==> src/hdl/wsfr_pkg.sv <==
`timescale 1ns / 1ps

package wsfr_pkg;

  // Width of the kept-byte counter; matches the capacity register and message_bytes.
  localparam int CNT_W = 24;

  localparam logic [2:0] KIND_BYTE  = 3'd0;
  localparam logic [2:0] KIND_END   = 3'd1;
  localparam logic [2:0] KIND_PONG  = 3'd2;
  localparam logic [2:0] KIND_CLOSE = 3'd3;
  localparam logic [2:0] KIND_EMPTY = 3'd4;

  localparam logic [3:0] OP_CLOSE = 4'h8;
  localparam logic [3:0] OP_PING  = 4'h9;
  localparam logic [3:0] OP_PONG  = 4'hA;

  localparam logic [6:0] LEN_EXT16 = 7'd126;
  localparam logic [6:0] LEN_EXT64 = 7'd127;

  typedef struct packed {
    logic [2:0]       kind;
    logic [7:0]       data;
    logic             eom;
    logic [CNT_W-1:0] msg_bytes;
    logic             ovf;
  } res_t;

endpackage

==> src/hdl/wsfr_parser.sv <==
`timescale 1ns / 1ps

module wsfr_parser (
  input  logic                        clk,
  input  logic                        rst_n,
  input  logic                        fire,
  input  logic [7:0]                  rx_byte,
  input  logic [wsfr_pkg::CNT_W-1:0]  limit,
  output logic                        res_valid,
  output wsfr_pkg::res_t              res
);

  localparam logic [2:0] PH_HDR0 = 3'd0;
  localparam logic [2:0] PH_HDR1 = 3'd1;
  localparam logic [2:0] PH_EXT  = 3'd2;
  localparam logic [2:0] PH_MASK = 3'd3;
  localparam logic [2:0] PH_DATA = 3'd4;
  localparam logic [2:0] PH_SKIP = 3'd5;

  logic [2:0]                 phase_r, phase_nxt;
  logic [2:0]                 hcnt_r, hcnt_nxt;
  logic                       fin_r, fin_nxt;
  logic [3:0]                 op_r, op_nxt;
  logic                       masked_r, masked_nxt;
  logic [63:0]                rem_r, rem_nxt;
  logic [31:0]                key_r, key_nxt;
  logic [1:0]                 pos_r, pos_nxt;
  logic [wsfr_pkg::CNT_W-1:0] kept_r, kept_nxt;
  logic                       drop_r, drop_nxt;

  logic       len_known;
  logic       frame_start;
  logic       last;
  logic       eom;
  logic [7:0] key_byte;
  logic [7:0] data_byte;

  always_comb begin
    phase_nxt   = phase_r;
    hcnt_nxt    = hcnt_r;
    fin_nxt     = fin_r;
    op_nxt      = op_r;
    masked_nxt  = masked_r;
    rem_nxt     = rem_r;
    key_nxt     = key_r;
    pos_nxt     = pos_r;
    kept_nxt    = kept_r;
    drop_nxt    = drop_r;
    len_known   = 1'b0;
    frame_start = 1'b0;
    last        = 1'b0;
    eom         = 1'b0;
    res_valid   = 1'b0;
    res         = '0;

    case (pos_r)
      2'd0:    key_byte = key_r[31:24];
      2'd1:    key_byte = key_r[23:16];
      2'd2:    key_byte = key_r[15:8];
      default: key_byte = key_r[7:0];
    endcase
    data_byte = masked_r ? (rx_byte ^ key_byte) : rx_byte;

    case (phase_r)
      PH_HDR0: begin
        fin_nxt   = rx_byte[7];
        op_nxt    = rx_byte[3:0];
        phase_nxt = PH_HDR1;
      end
      PH_HDR1: begin
        masked_nxt = rx_byte[7];
        rem_nxt    = '0;
        if (rx_byte[6:0] == wsfr_pkg::LEN_EXT16) begin
          phase_nxt = PH_EXT;
          hcnt_nxt  = 3'd1;
        end else if (rx_byte[6:0] == wsfr_pkg::LEN_EXT64) begin
          phase_nxt = PH_EXT;
          hcnt_nxt  = 3'd7;
        end else begin
          rem_nxt   = {57'd0, rx_byte[6:0]};
          len_known = 1'b1;
        end
      end
      PH_EXT: begin
        rem_nxt = {rem_r[55:0], rx_byte};
        if (hcnt_r != 3'd0) begin
          hcnt_nxt = hcnt_r - 3'd1;
        end else begin
          len_known = 1'b1;
        end
      end
      PH_MASK: begin
        key_nxt = {key_r[23:0], rx_byte};
        if (hcnt_r != 3'd0) begin
          hcnt_nxt = hcnt_r - 3'd1;
        end else begin
          frame_start = 1'b1;
        end
      end
      PH_DATA: begin
        pos_nxt = pos_r + 2'd1;
        if (rem_r != 64'd0) begin
          rem_nxt = rem_r - 64'd1;
        end
        last = (rem_nxt == 64'd0);
        eom  = last && fin_r;
        if (kept_r < limit) begin
          kept_nxt      = kept_r + {{(wsfr_pkg::CNT_W-1){1'b0}}, 1'b1};
          res_valid     = 1'b1;
          res.kind      = wsfr_pkg::KIND_BYTE;
          res.data      = data_byte;
          res.eom       = eom;
          res.msg_bytes = kept_nxt;
          res.ovf       = drop_r;
        end else begin
          drop_nxt = 1'b1;
          if (eom) begin
            res_valid     = 1'b1;
            res.kind      = wsfr_pkg::KIND_END;
            res.eom       = 1'b1;
            res.msg_bytes = kept_r;
            res.ovf       = 1'b1;
          end
        end
        if (eom) begin
          kept_nxt = '0;
          drop_nxt = 1'b0;
        end
        if (last) begin
          phase_nxt = PH_HDR0;
        end
      end
      PH_SKIP: begin
        if (rem_r != 64'd0) begin
          rem_nxt = rem_r - 64'd1;
        end
        if (rem_nxt == 64'd0) begin
          phase_nxt = PH_HDR0;
        end
      end
      default: begin
        phase_nxt = PH_HDR0;
      end
    endcase

    // length complete: collect the mask key, or start the frame right away
    if (len_known) begin
      key_nxt = '0;
      if (masked_nxt) begin
        phase_nxt = PH_MASK;
        hcnt_nxt  = 3'd3;
      end else begin
        frame_start = 1'b1;
      end
    end

    if (frame_start) begin
      pos_nxt = '0;
      if (op_r == wsfr_pkg::OP_CLOSE) begin
        res_valid     = 1'b1;
        res.kind      = wsfr_pkg::KIND_CLOSE;
        res.msg_bytes = kept_r;
        res.ovf       = drop_r;
        kept_nxt      = '0;
        drop_nxt      = 1'b0;
        phase_nxt     = (rem_nxt != 64'd0) ? PH_SKIP : PH_HDR0;
      end else if (op_r == wsfr_pkg::OP_PING || op_r == wsfr_pkg::OP_PONG) begin
        phase_nxt = (rem_nxt != 64'd0) ? PH_SKIP : PH_HDR0;
        if (op_r == wsfr_pkg::OP_PING) begin
          res_valid     = 1'b1;
          res.kind      = wsfr_pkg::KIND_PONG;
          res.msg_bytes = kept_r;
          res.ovf       = drop_r;
        end
      end else if (rem_nxt != 64'd0) begin
        phase_nxt = PH_DATA;
      end else begin
        phase_nxt = PH_HDR0;
        if (fin_r) begin
          // zero-length final frame closes the message
          res_valid     = 1'b1;
          res.kind      = (kept_r == '0 && !drop_r) ? wsfr_pkg::KIND_EMPTY
                                                    : wsfr_pkg::KIND_END;
          res.eom       = 1'b1;
          res.msg_bytes = kept_r;
          res.ovf       = drop_r;
          kept_nxt      = '0;
          drop_nxt      = 1'b0;
        end
      end
    end
  end

  always_ff @(posedge clk) begin
    if (!rst_n) begin
      phase_r  <= PH_HDR0;
      hcnt_r   <= '0;
      fin_r    <= 1'b0;
      op_r     <= '0;
      masked_r <= 1'b0;
      rem_r    <= '0;
      key_r    <= '0;
      pos_r    <= '0;
      kept_r   <= '0;
      drop_r   <= 1'b0;
    end else if (fire) begin
      phase_r  <= phase_nxt;
      hcnt_r   <= hcnt_nxt;
      fin_r    <= fin_nxt;
      op_r     <= op_nxt;
      masked_r <= masked_nxt;
      rem_r    <= rem_nxt;
      key_r    <= key_nxt;
      pos_r    <= pos_nxt;
      kept_r   <= kept_nxt;
      drop_r   <= drop_nxt;
    end
  end

endmodule

==> src/hdl/websocket_frame_receiver.sv <==
`timescale 1ns / 1ps
// Each accepted byte waits in the input register, and any result it yields is
// held in the result register.
// Throughput: one byte per cycle; the input register drains whenever the result
// register is empty or being taken, so only out_stall slows intake.
// Reset (rst_n low, synchronous): parser waits for a header, counters clear,
// capacity returns to 4194303, both registers empty.
module websocket_frame_receiver (
  input  logic        clk,
  input  logic        rst_n,
  input  logic        in_valid,
  output logic        in_stall,
  input  logic [7:0]  in_rx_byte,
  output logic        out_valid,
  input  logic        out_stall,
  output logic [2:0]  out_kind,
  output logic [7:0]  out_data,
  output logic        out_end_of_message,
  output logic [23:0] out_message_bytes,
  output logic        out_overflowed,
  input  logic        cfg_we,
  input  logic [23:0] cfg_wdata
);

  localparam logic [23:0] CAP_RESET = 24'd4194303;

  logic [23:0]    cap_r;
  logic           in_v_r;
  logic [7:0]     in_b_r;
  logic           out_v_r, out_v_nxt;
  wsfr_pkg::res_t out_r;
  logic           advance;
  logic           res_valid;
  wsfr_pkg::res_t res;

  assign advance  = in_v_r && (!out_v_r || !out_stall);
  assign in_stall = in_v_r && !advance;

  wsfr_parser u_parser (
    .clk       (clk),
    .rst_n     (rst_n),
    .fire      (advance),
    .rx_byte   (in_b_r),
    .limit     (cap_r),
    .res_valid (res_valid),
    .res       (res)
  );

  always_comb begin
    out_v_nxt = out_v_r;
    if (advance) begin
      out_v_nxt = res_valid;
    end else if (out_v_r && !out_stall) begin
      out_v_nxt = 1'b0;
    end
  end

  always_ff @(posedge clk) begin
    if (!rst_n) begin
      cap_r   <= CAP_RESET;
      in_v_r  <= 1'b0;
      out_v_r <= 1'b0;
    end else begin
      if (cfg_we) begin
        cap_r <= cfg_wdata;
      end
      if (!in_stall) begin
        in_v_r <= in_valid;
      end
      out_v_r <= out_v_nxt;
    end
  end

  always_ff @(posedge clk) begin
    if (in_valid && !in_stall) begin
      in_b_r <= in_rx_byte;
    end
    if (advance && res_valid) begin
      out_r <= res;
    end
  end

  assign out_valid          = out_v_r;
  assign out_kind           = out_r.kind;
  assign out_data           = out_r.data;
  assign out_end_of_message = out_r.eom;
  assign out_message_bytes  = out_r.msg_bytes;
  assign out_overflowed     = out_r.ovf;

  a_data_only_bytes: assert property (@(posedge clk) disable iff (!rst_n)
    out_valid && out_kind != wsfr_pkg::KIND_BYTE |-> out_data == 8'd0)
    else $error("nonzero data on a non-byte result");

  a_empty_msg: assert property (@(posedge clk) disable iff (!rst_n)
    out_valid && out_kind == wsfr_pkg::KIND_EMPTY
    |-> out_message_bytes == 24'd0 && !out_overflowed && out_end_of_message)
    else $error("empty-message result with kept or dropped bytes");

  a_byte_counted: assert property (@(posedge clk) disable iff (!rst_n)
    out_valid && out_kind == wsfr_pkg::KIND_BYTE |-> out_message_bytes != 24'd0)
    else $error("payload byte delivered with zero kept count");

  a_ctrl_no_eom: assert property (@(posedge clk) disable iff (!rst_n)
    out_valid && (out_kind == wsfr_pkg::KIND_PONG || out_kind == wsfr_pkg::KIND_CLOSE)
    |-> !out_end_of_message)
    else $error("control result marked as message end");

endmodule
==> config.mk <==
export PLATFORM = sky130hd
export DESIGN_NAME = websocket_frame_receiver
export DESIGN_NICKNAME = d
export VERILOG_FILES = /design/src/hdl/wsfr_pkg.sv /design/src/hdl/wsfr_parser.sv /design/src/hdl/websocket_frame_receiver.sv
export SDC_FILE = /design/constraint.sdc
export NUM_CORES = 1
export LEC_CHECK = 0
export BUFFER_PORTS_ARGS = -buffer_cell sky130_fd_sc_hd__buf_4
export CAP_MARGIN = 20
export CORE_ASPECT_RATIO = 0.8
export CORE_MARGIN = 5
export CORE_UTILIZATION = 55
export DETAILED_ROUTE_END_ITERATION = 6
export PLACE_DENSITY = 0.72
export SYNTH_ARGS = -nofsm -noshare
export SYNTH_HDL_FRONTEND = slang
export SYNTH_HIERARCHICAL = 1
export SYNTH_SLANG_ARGS = --single-unit
==> constraint.sdc <==
create_clock -name clk -period 9.9 [get_ports clk]
set_clock_uncertainty 0.15 [all_clocks]
set_input_delay 0.99 -clock clk [delete_from_list [all_inputs] [get_ports clk]]
set_output_delay 0.99 -clock clk [all_outputs]
set_load 0.01 [all_outputs]
==> reports/qor.yml, run 1 <==
seqCellArea_mm2: 0.00458
wire_per_inst_um: 26.9
finalPower_mw: 2.33
irDropWorstVdd_v: 0.000132
p_leak_nw: 5.87
cts_max_path_buffers: 3
cts_hold_buf: 0
worstSetupPathType: "flop to flop"
h-tree-depth: 1
final-setup-viol-count: 0
rsz0062_at_grt: "no"
start_util_pct: 56.2
tns_ns: 0
cts.sinks: 206
final_cell_mix: "nand2_1 (250), nor2_1 (198), dfxtp_1 (160), a21oi_1 (127), buf_4 (112)"
core_mm2: 0.0255
timing.final.crit_share_pct: 78.9
grt_pass1_vias: 14500
cts_tree: "built"
max_stage_delay_ns: 1.24
ys_ff_latch: 206
synthArstFlopShare_pct: 0
holdCritPathClass: "flop to flop"
path_delay_family: "simple AND/OR/NAND/NOR gates"
fp-row-count: 52
grt_usage_pct: 39.4
critical_path_required_ns: 10.01
die_h_um: 154
layout_min_cycle_time_ns: 7.81
multiInputGateArea_mm2: 0.00889
num_vias: 16200
synth_cells: 1913
ant_nets: 0
die_w_um: 191
final_common_cell: "nand2_1"
grt_pass1_wl_um: 91000
fp.dieArea_mm2: 0.0294
arrival_ns: 7.92
synth_area_leaders: "dfxtp_1 (22%), edfxtp_1 (9.4%), nand2_1 (6.5%), nor2_1 (5.2%), a21oi_1 (4.5%)"
grt-ovfl-total: 0
outcome: "finished with violations"
wl_um: 60300
dp_hpwl_um: 42000
cp_max_fo: 30
ys_warn_count: 6
grt_max_degree: 76
rrSetupSlack_ns: 2.09
slew_headroom_pct: 14.3
fmax_mhz: 128
final_nets: 1943
synth_top_area_share_pct: 22.5
violations: "design-rule violations"
mappedNetlistArea_mm2: 0.0143
crit_path_cell_trace: "inv_1, ha_1, nor3b_1, nand4_1, nor4_2, nand2_1, a22oi_1, nand3_1, nor4b_1, nand4b_1, nand2_1, o21ai_0, a31oi_1"
endpoint_kind: "flop"
path_clk_slew_ns: 0.06
power.density_mw_per_mm2: 149
worst_hold_startpoint: "u_parser/key_r[25]"
drtIter0Drc: 2723
antenna_cells: 0
ys_types: 83
startpoint: "u_parser/rem_r[0]"
tightest_slew_ns: 1.27
max_cap_violations: 0
cts_made_buffers: 23
cp_num_buf_inv: 1
hold_viol_final: 0
layout-drive-gt1-share_pct: 10.1
place_ws_ns: 2.31
timing.final.ws_setup_ns: 2.09
yosysSeqAreaShare_pct: 31.9
io_buffers: 75
critPathSlowestCell: "nor4_2"
post_cts_buffers: 0
root_buffer: "clkbuf_16"
crit_path_start_kind: "flop"
whs_ns: 0.311
synth_top_cell_by_area: "dfxtp_1"
syn_nets: 1982
ctsResizeCount: 0
synthToLayoutAreaGrowth_pct: 9.48
synthFlopType: "dfxtp_1"
r2r-start: "u_parser/rem_r[0]"
route.detailed.drc: 1
synth_edf_count: 45
crit_top_cell: "nand2_1"
gp_congestion: 1.08
antenna_found_initial: 1
fillCellCount: 2295
clk_latency_ns: 0.56
finalMaxSlewViolations: 0
io_pins: 76
drt-vias-per-instance: 7.21
detail_route.first_pass.iterations: 7
syn_area_per_cell_um2: 7.49
[path summary, 6_finish.rpt]
| check | cells after the start | endpoint |
|---|---|---|
| min | 2 | u_parser/key_r[25] |
| max reg2reg | 13 | out_message_bytes[13] |
| min reg2reg | 2 | u_parser/key_r[25] |
| max | 13 | out_message_bytes[13] |
[sequential cells by signal, indices dropped and copies added, names as in the netlist]
signal              count
out_overflowed          1
cap_r                  24
u_parser/hcnt_r         3
u_parser/op_r           4
out_kind                3
out_message_bytes      24
out_data                8
u_parser/fin_r          1
u_parser/masked_r       1
in_b_r                  8
u_parser/phase_r        3
out_valid               1
u_parser/kept_r        24
u_parser/key_r         32
u_parser/pos_r          2
u_parser/rem_r         64
in_v_r                  1
out_end_of_message      1
u_parser/drop_r         1
[layout make-up]
class                           instances  area share, %
Tap cell                              351           2.80
Multi-Input combinational cell       1481           56.6
Sequential cell                       206           29.2
Timing Repair Buffer                  115           5.55
Inverter                               47           1.13
Clock inverter                         17          0.965
Clock buffer                           25           3.78
[metrics by stage]
step | cells | cell area [um^2] | utilization (%)
after global placement | 2196 | 14900 | 58.5
after CTS | 2238 | 15700 | 61.4
after floorplan | 1913 | 14300 | -
after detailed placement | 2196 | 14900 | 58.5
final | 2242 | 15700 | 61.5
after global routing | 2242 | 15700 | 61.5
[synth_stat cells (45+ instances only)]
cell	n
nor2_1	200
mux2i_1	60
nor4_1	45
clkbuf_1	149
nor3_1	55
o21ai_0	109
nand3_1	67
edfxtp_1	45
a31oi_1	70
nand2_1	250
a21oi_1	129
dfxtp_1	161
inv_1	47
[routing by layer]
metal  up-vias  track usage [%]  part of all wire [%]
met5         -                0                 0.076
met4         2             11.0                   3.7
met3       206             13.5                    17
met2      1395             53.9                    39
met1      7549             58.7                    41
li1       7021                -                     -
[report_power, final]
group	internal (mW)	switching, mW	total [mW]
registers	0.883	0.0567	0.940
clock network	0.469	0.401	0.870
logic	0.157	0.365	0.522
[tightest hold or removal path, stage by stage (launching register included)]
cell and delay (ns):
dfxtp_1 0.31, nand2_1 0.05, a21oi_1 0.05
[kinds of logic after synthesis]
family,Yosys count,synth area share [%]
buf+inv,226,6.35
simple gates,814,27.7
mux,64,4.50
xor+xnor,34,2.08
flops,206,31.9
compound gates,537,24.6
fa+ha+maj,32,2.79
Power figures use the tool's default switching activity.
==> inputs of run 2 (changes only) <==
--- a/config.mk
+++ b/config.mk
@@ -11,7 +11,7 @@
 export CORE_MARGIN = 5
 export CORE_UTILIZATION = 55
 export DETAILED_ROUTE_END_ITERATION = 6
-export PLACE_DENSITY = 0.72
+export PLACE_DENSITY = 0.75
 export SYNTH_ARGS = -nofsm -noshare
 export SYNTH_HDL_FRONTEND = slang
 export SYNTH_HIERARCHICAL = 1
==> constraint.sdc (replaced) <==
create_clock -name clk -period 6.7 [get_ports clk]
set_clock_uncertainty 0.15 [all_clocks]
set_input_delay 0.67 -clock clk [delete_from_list [all_inputs] [get_ports clk]]
set_output_delay 0.67 -clock clk [all_outputs]
set_load 0.01 [all_outputs]
==> run 2 against run 1 <==
Effect of this change:
- the flow still finishes with violations (design-rule violations)
- sequential share of layout area is 0.97 points lower
- setup slack worse by 1.4 ns
- via count is 2.0% higher
- sequential power is 46% higher
- combinational power is 61% higher
- global-route usage is 1.1 points higher
- non-clock buffer count is 55 higher
- register-to-register slack worse by 1.4 ns
- wire length is 3.4% higher
- critical endpoint is now out_data[1]
==> reports/qor.yml, run 2 (synthesized netlist as in run 1, its figures left out) <==
dp_hpwl_um: 44600
p_leak_nw: 6.21
clk_latency_ns: 0.54
antenna_cells: 0
tns_ns: 0
io_pins: 76
cts_hold_buf: 0
cts_max_path_buffers: 3
drtIter0Drc: 3201
outcome: "finished with violations"
grt_usage_pct: 40.5
slew_headroom_pct: 15.1
h-tree-depth: 1
cts_tree: "built"
startpoint: "u_parser/rem_r[0]"
route.detailed.drc: 1
tightest_slew_ns: 1.26
final_cell_mix: "nand2_1 (250), nor2_1 (198), buf_4 (166), dfxtp_1 (160), a21oi_1 (127)"
detail_route.first_pass.iterations: 7
drt-vias-per-instance: 7.17
fp.dieArea_mm2: 0.0294
final_nets: 1999
final-setup-viol-count: 0
wire_per_inst_um: 27.1
postLayoutCoreUtil_pct: 63.6
final_common_cell: "nand2_1"
path_clk_slew_ns: 0.06
crit_path_start_kind: "flop"
gp_congestion: 1.09
timing.final.crit_share_pct: 89.9
synthToLayoutAreaGrowth_pct: 13.2
whs_ns: 0.155
start_util_pct: 56.2
grt_max_degree: 71
max_cap_violations: 0
rsz0062_at_grt: "no"
holdCritPathClass: "primary input to flop"
largest_reg_flops: 64
power.density_mw_per_mm2: 223
die_w_um: 191
num_vias: 16500
rr_worst_depth: 17
grt_pass1_vias: 14800
top_register: "u_parser/rem_r"
rrSetupSlack_ns: 0.68
grt-ovfl-total: 0
cts.sinks: 206
root_buffer: "clkbuf_16"
r2r-start: "u_parser/rem_r[0]"
cp_max_fo: 21
max_stage_delay_ns: 0.75
io_buffers: 75
ant_nets: 0
die_h_um: 154
fmax_mhz: 166
antenna_found_initial: 3
endpoint: "out_data[1]"
post_cts_buffers: 0
critical_path_required_ns: 6.80
stdcell_count: 2299
finalMaxSlewViolations: 0
critPathSlowestCell: "nor2_1"
layout_min_cycle_time_ns: 6.02
endpoint_kind: "flop"
core_mm2: 0.0255
ctsResizeCount: 0
largestRegisters: "u_parser/rem_r (64), u_parser/key_r (32)"
arrival_ns: 6.12
dpl.cell_count: 2254
stdcell_area_mm2: 0.0162
layout-drive-gt1-share_pct: 12.6
irDropWorstVdd_v: 0.000286
fp-row-count: 52
dpl_cell_area_mm2: 0.0154
cts_made_buffers: 24
violations: "design-rule violations"
crit_path_cell_trace: "inv_1, ha_1, nor3b_1, buf_4, nand4_1, nor2_1, a21oi_2, and3_1, or4_1, or4_1, nor4_4, nand4b_1, a21o_1, nand2_1, nand2_1, a21oi_4, buf_12"
grt_pass1_wl_um: 93200
r2r-end: "out_data[1]"
wl_um: 62400
hold_viol_final: 0
worstSetupPathType: "flop to flop"
-- run 2: where the power goes --
group          internal [mW]  total (mW)  switching, mW
clock network          0.839        1.41          0.568
registers               1.31        1.37         0.0641
logic                  0.266       0.842          0.576
total                   2.41        3.62           1.21
-- run 2: metal layers --
layer  vias up  GRT usage, %  wire [um]
met5         -             0         26
met4         4          13.1       3020
met3       298          14.0      10400
met2      1446          56.7      24400
met1      7591          58.5      24600
li1       7156             -          -
-- run 2: worst min path at each step --
stage | from | end | slack [ns] | cells after the start
2_1_floorplan | u_parser/key_r[24] | u_parser/key_r[24] | 0.28 | 2
3_3_place_gp | u_parser/key_r[30] | u_parser/key_r[30] | 0.29 | 2
3_5_place_dp | u_parser/key_r[31] | u_parser/key_r[31] | 0.30 | 2
4_1_cts | in_rx_byte[4] | in_b_r[4] | 0.15 | 1
5_1_grt | in_rx_byte[3] | in_b_r[3] | 0.15 | 1
6_report | in_rx_byte[6] | in_b_r[6] | 0.15 | 1
-- run 2: critical path, delay by kind of cell (launching register included) --
kind	cells	cell delay [ns]
buffers and inverters	3	0.59
flip-flops	1	0.41
AO/OA/AOI/OAI	3	0.79
adder cells (fa/ha/maj)	1	0.28
AND/OR/NAND/NOR	10	3.49
-- run 2: per-stage QoR --
stage | power [mW] | setup WS (ns)
finish | 3.62 | 0.679
detailed placement | 2.18 | 1.04
global route | 3.70 | 0.619
global placement | 2.18 | 1.09
CTS | 3.56 | 1.04
floorplan | 1.86 | 0.673
-- run 2: area by class of cell --
class / instances / area [um^2]
timing repair buffer: 170 / 1320
clock buffer: 36 / 737
inverter: 47 / 178
multi-input combinational: 1481 / 8880
fill: 2226 / 9270
tap: 351 / 439
sequential: 206 / 4580
clock inverter: 8 / 105
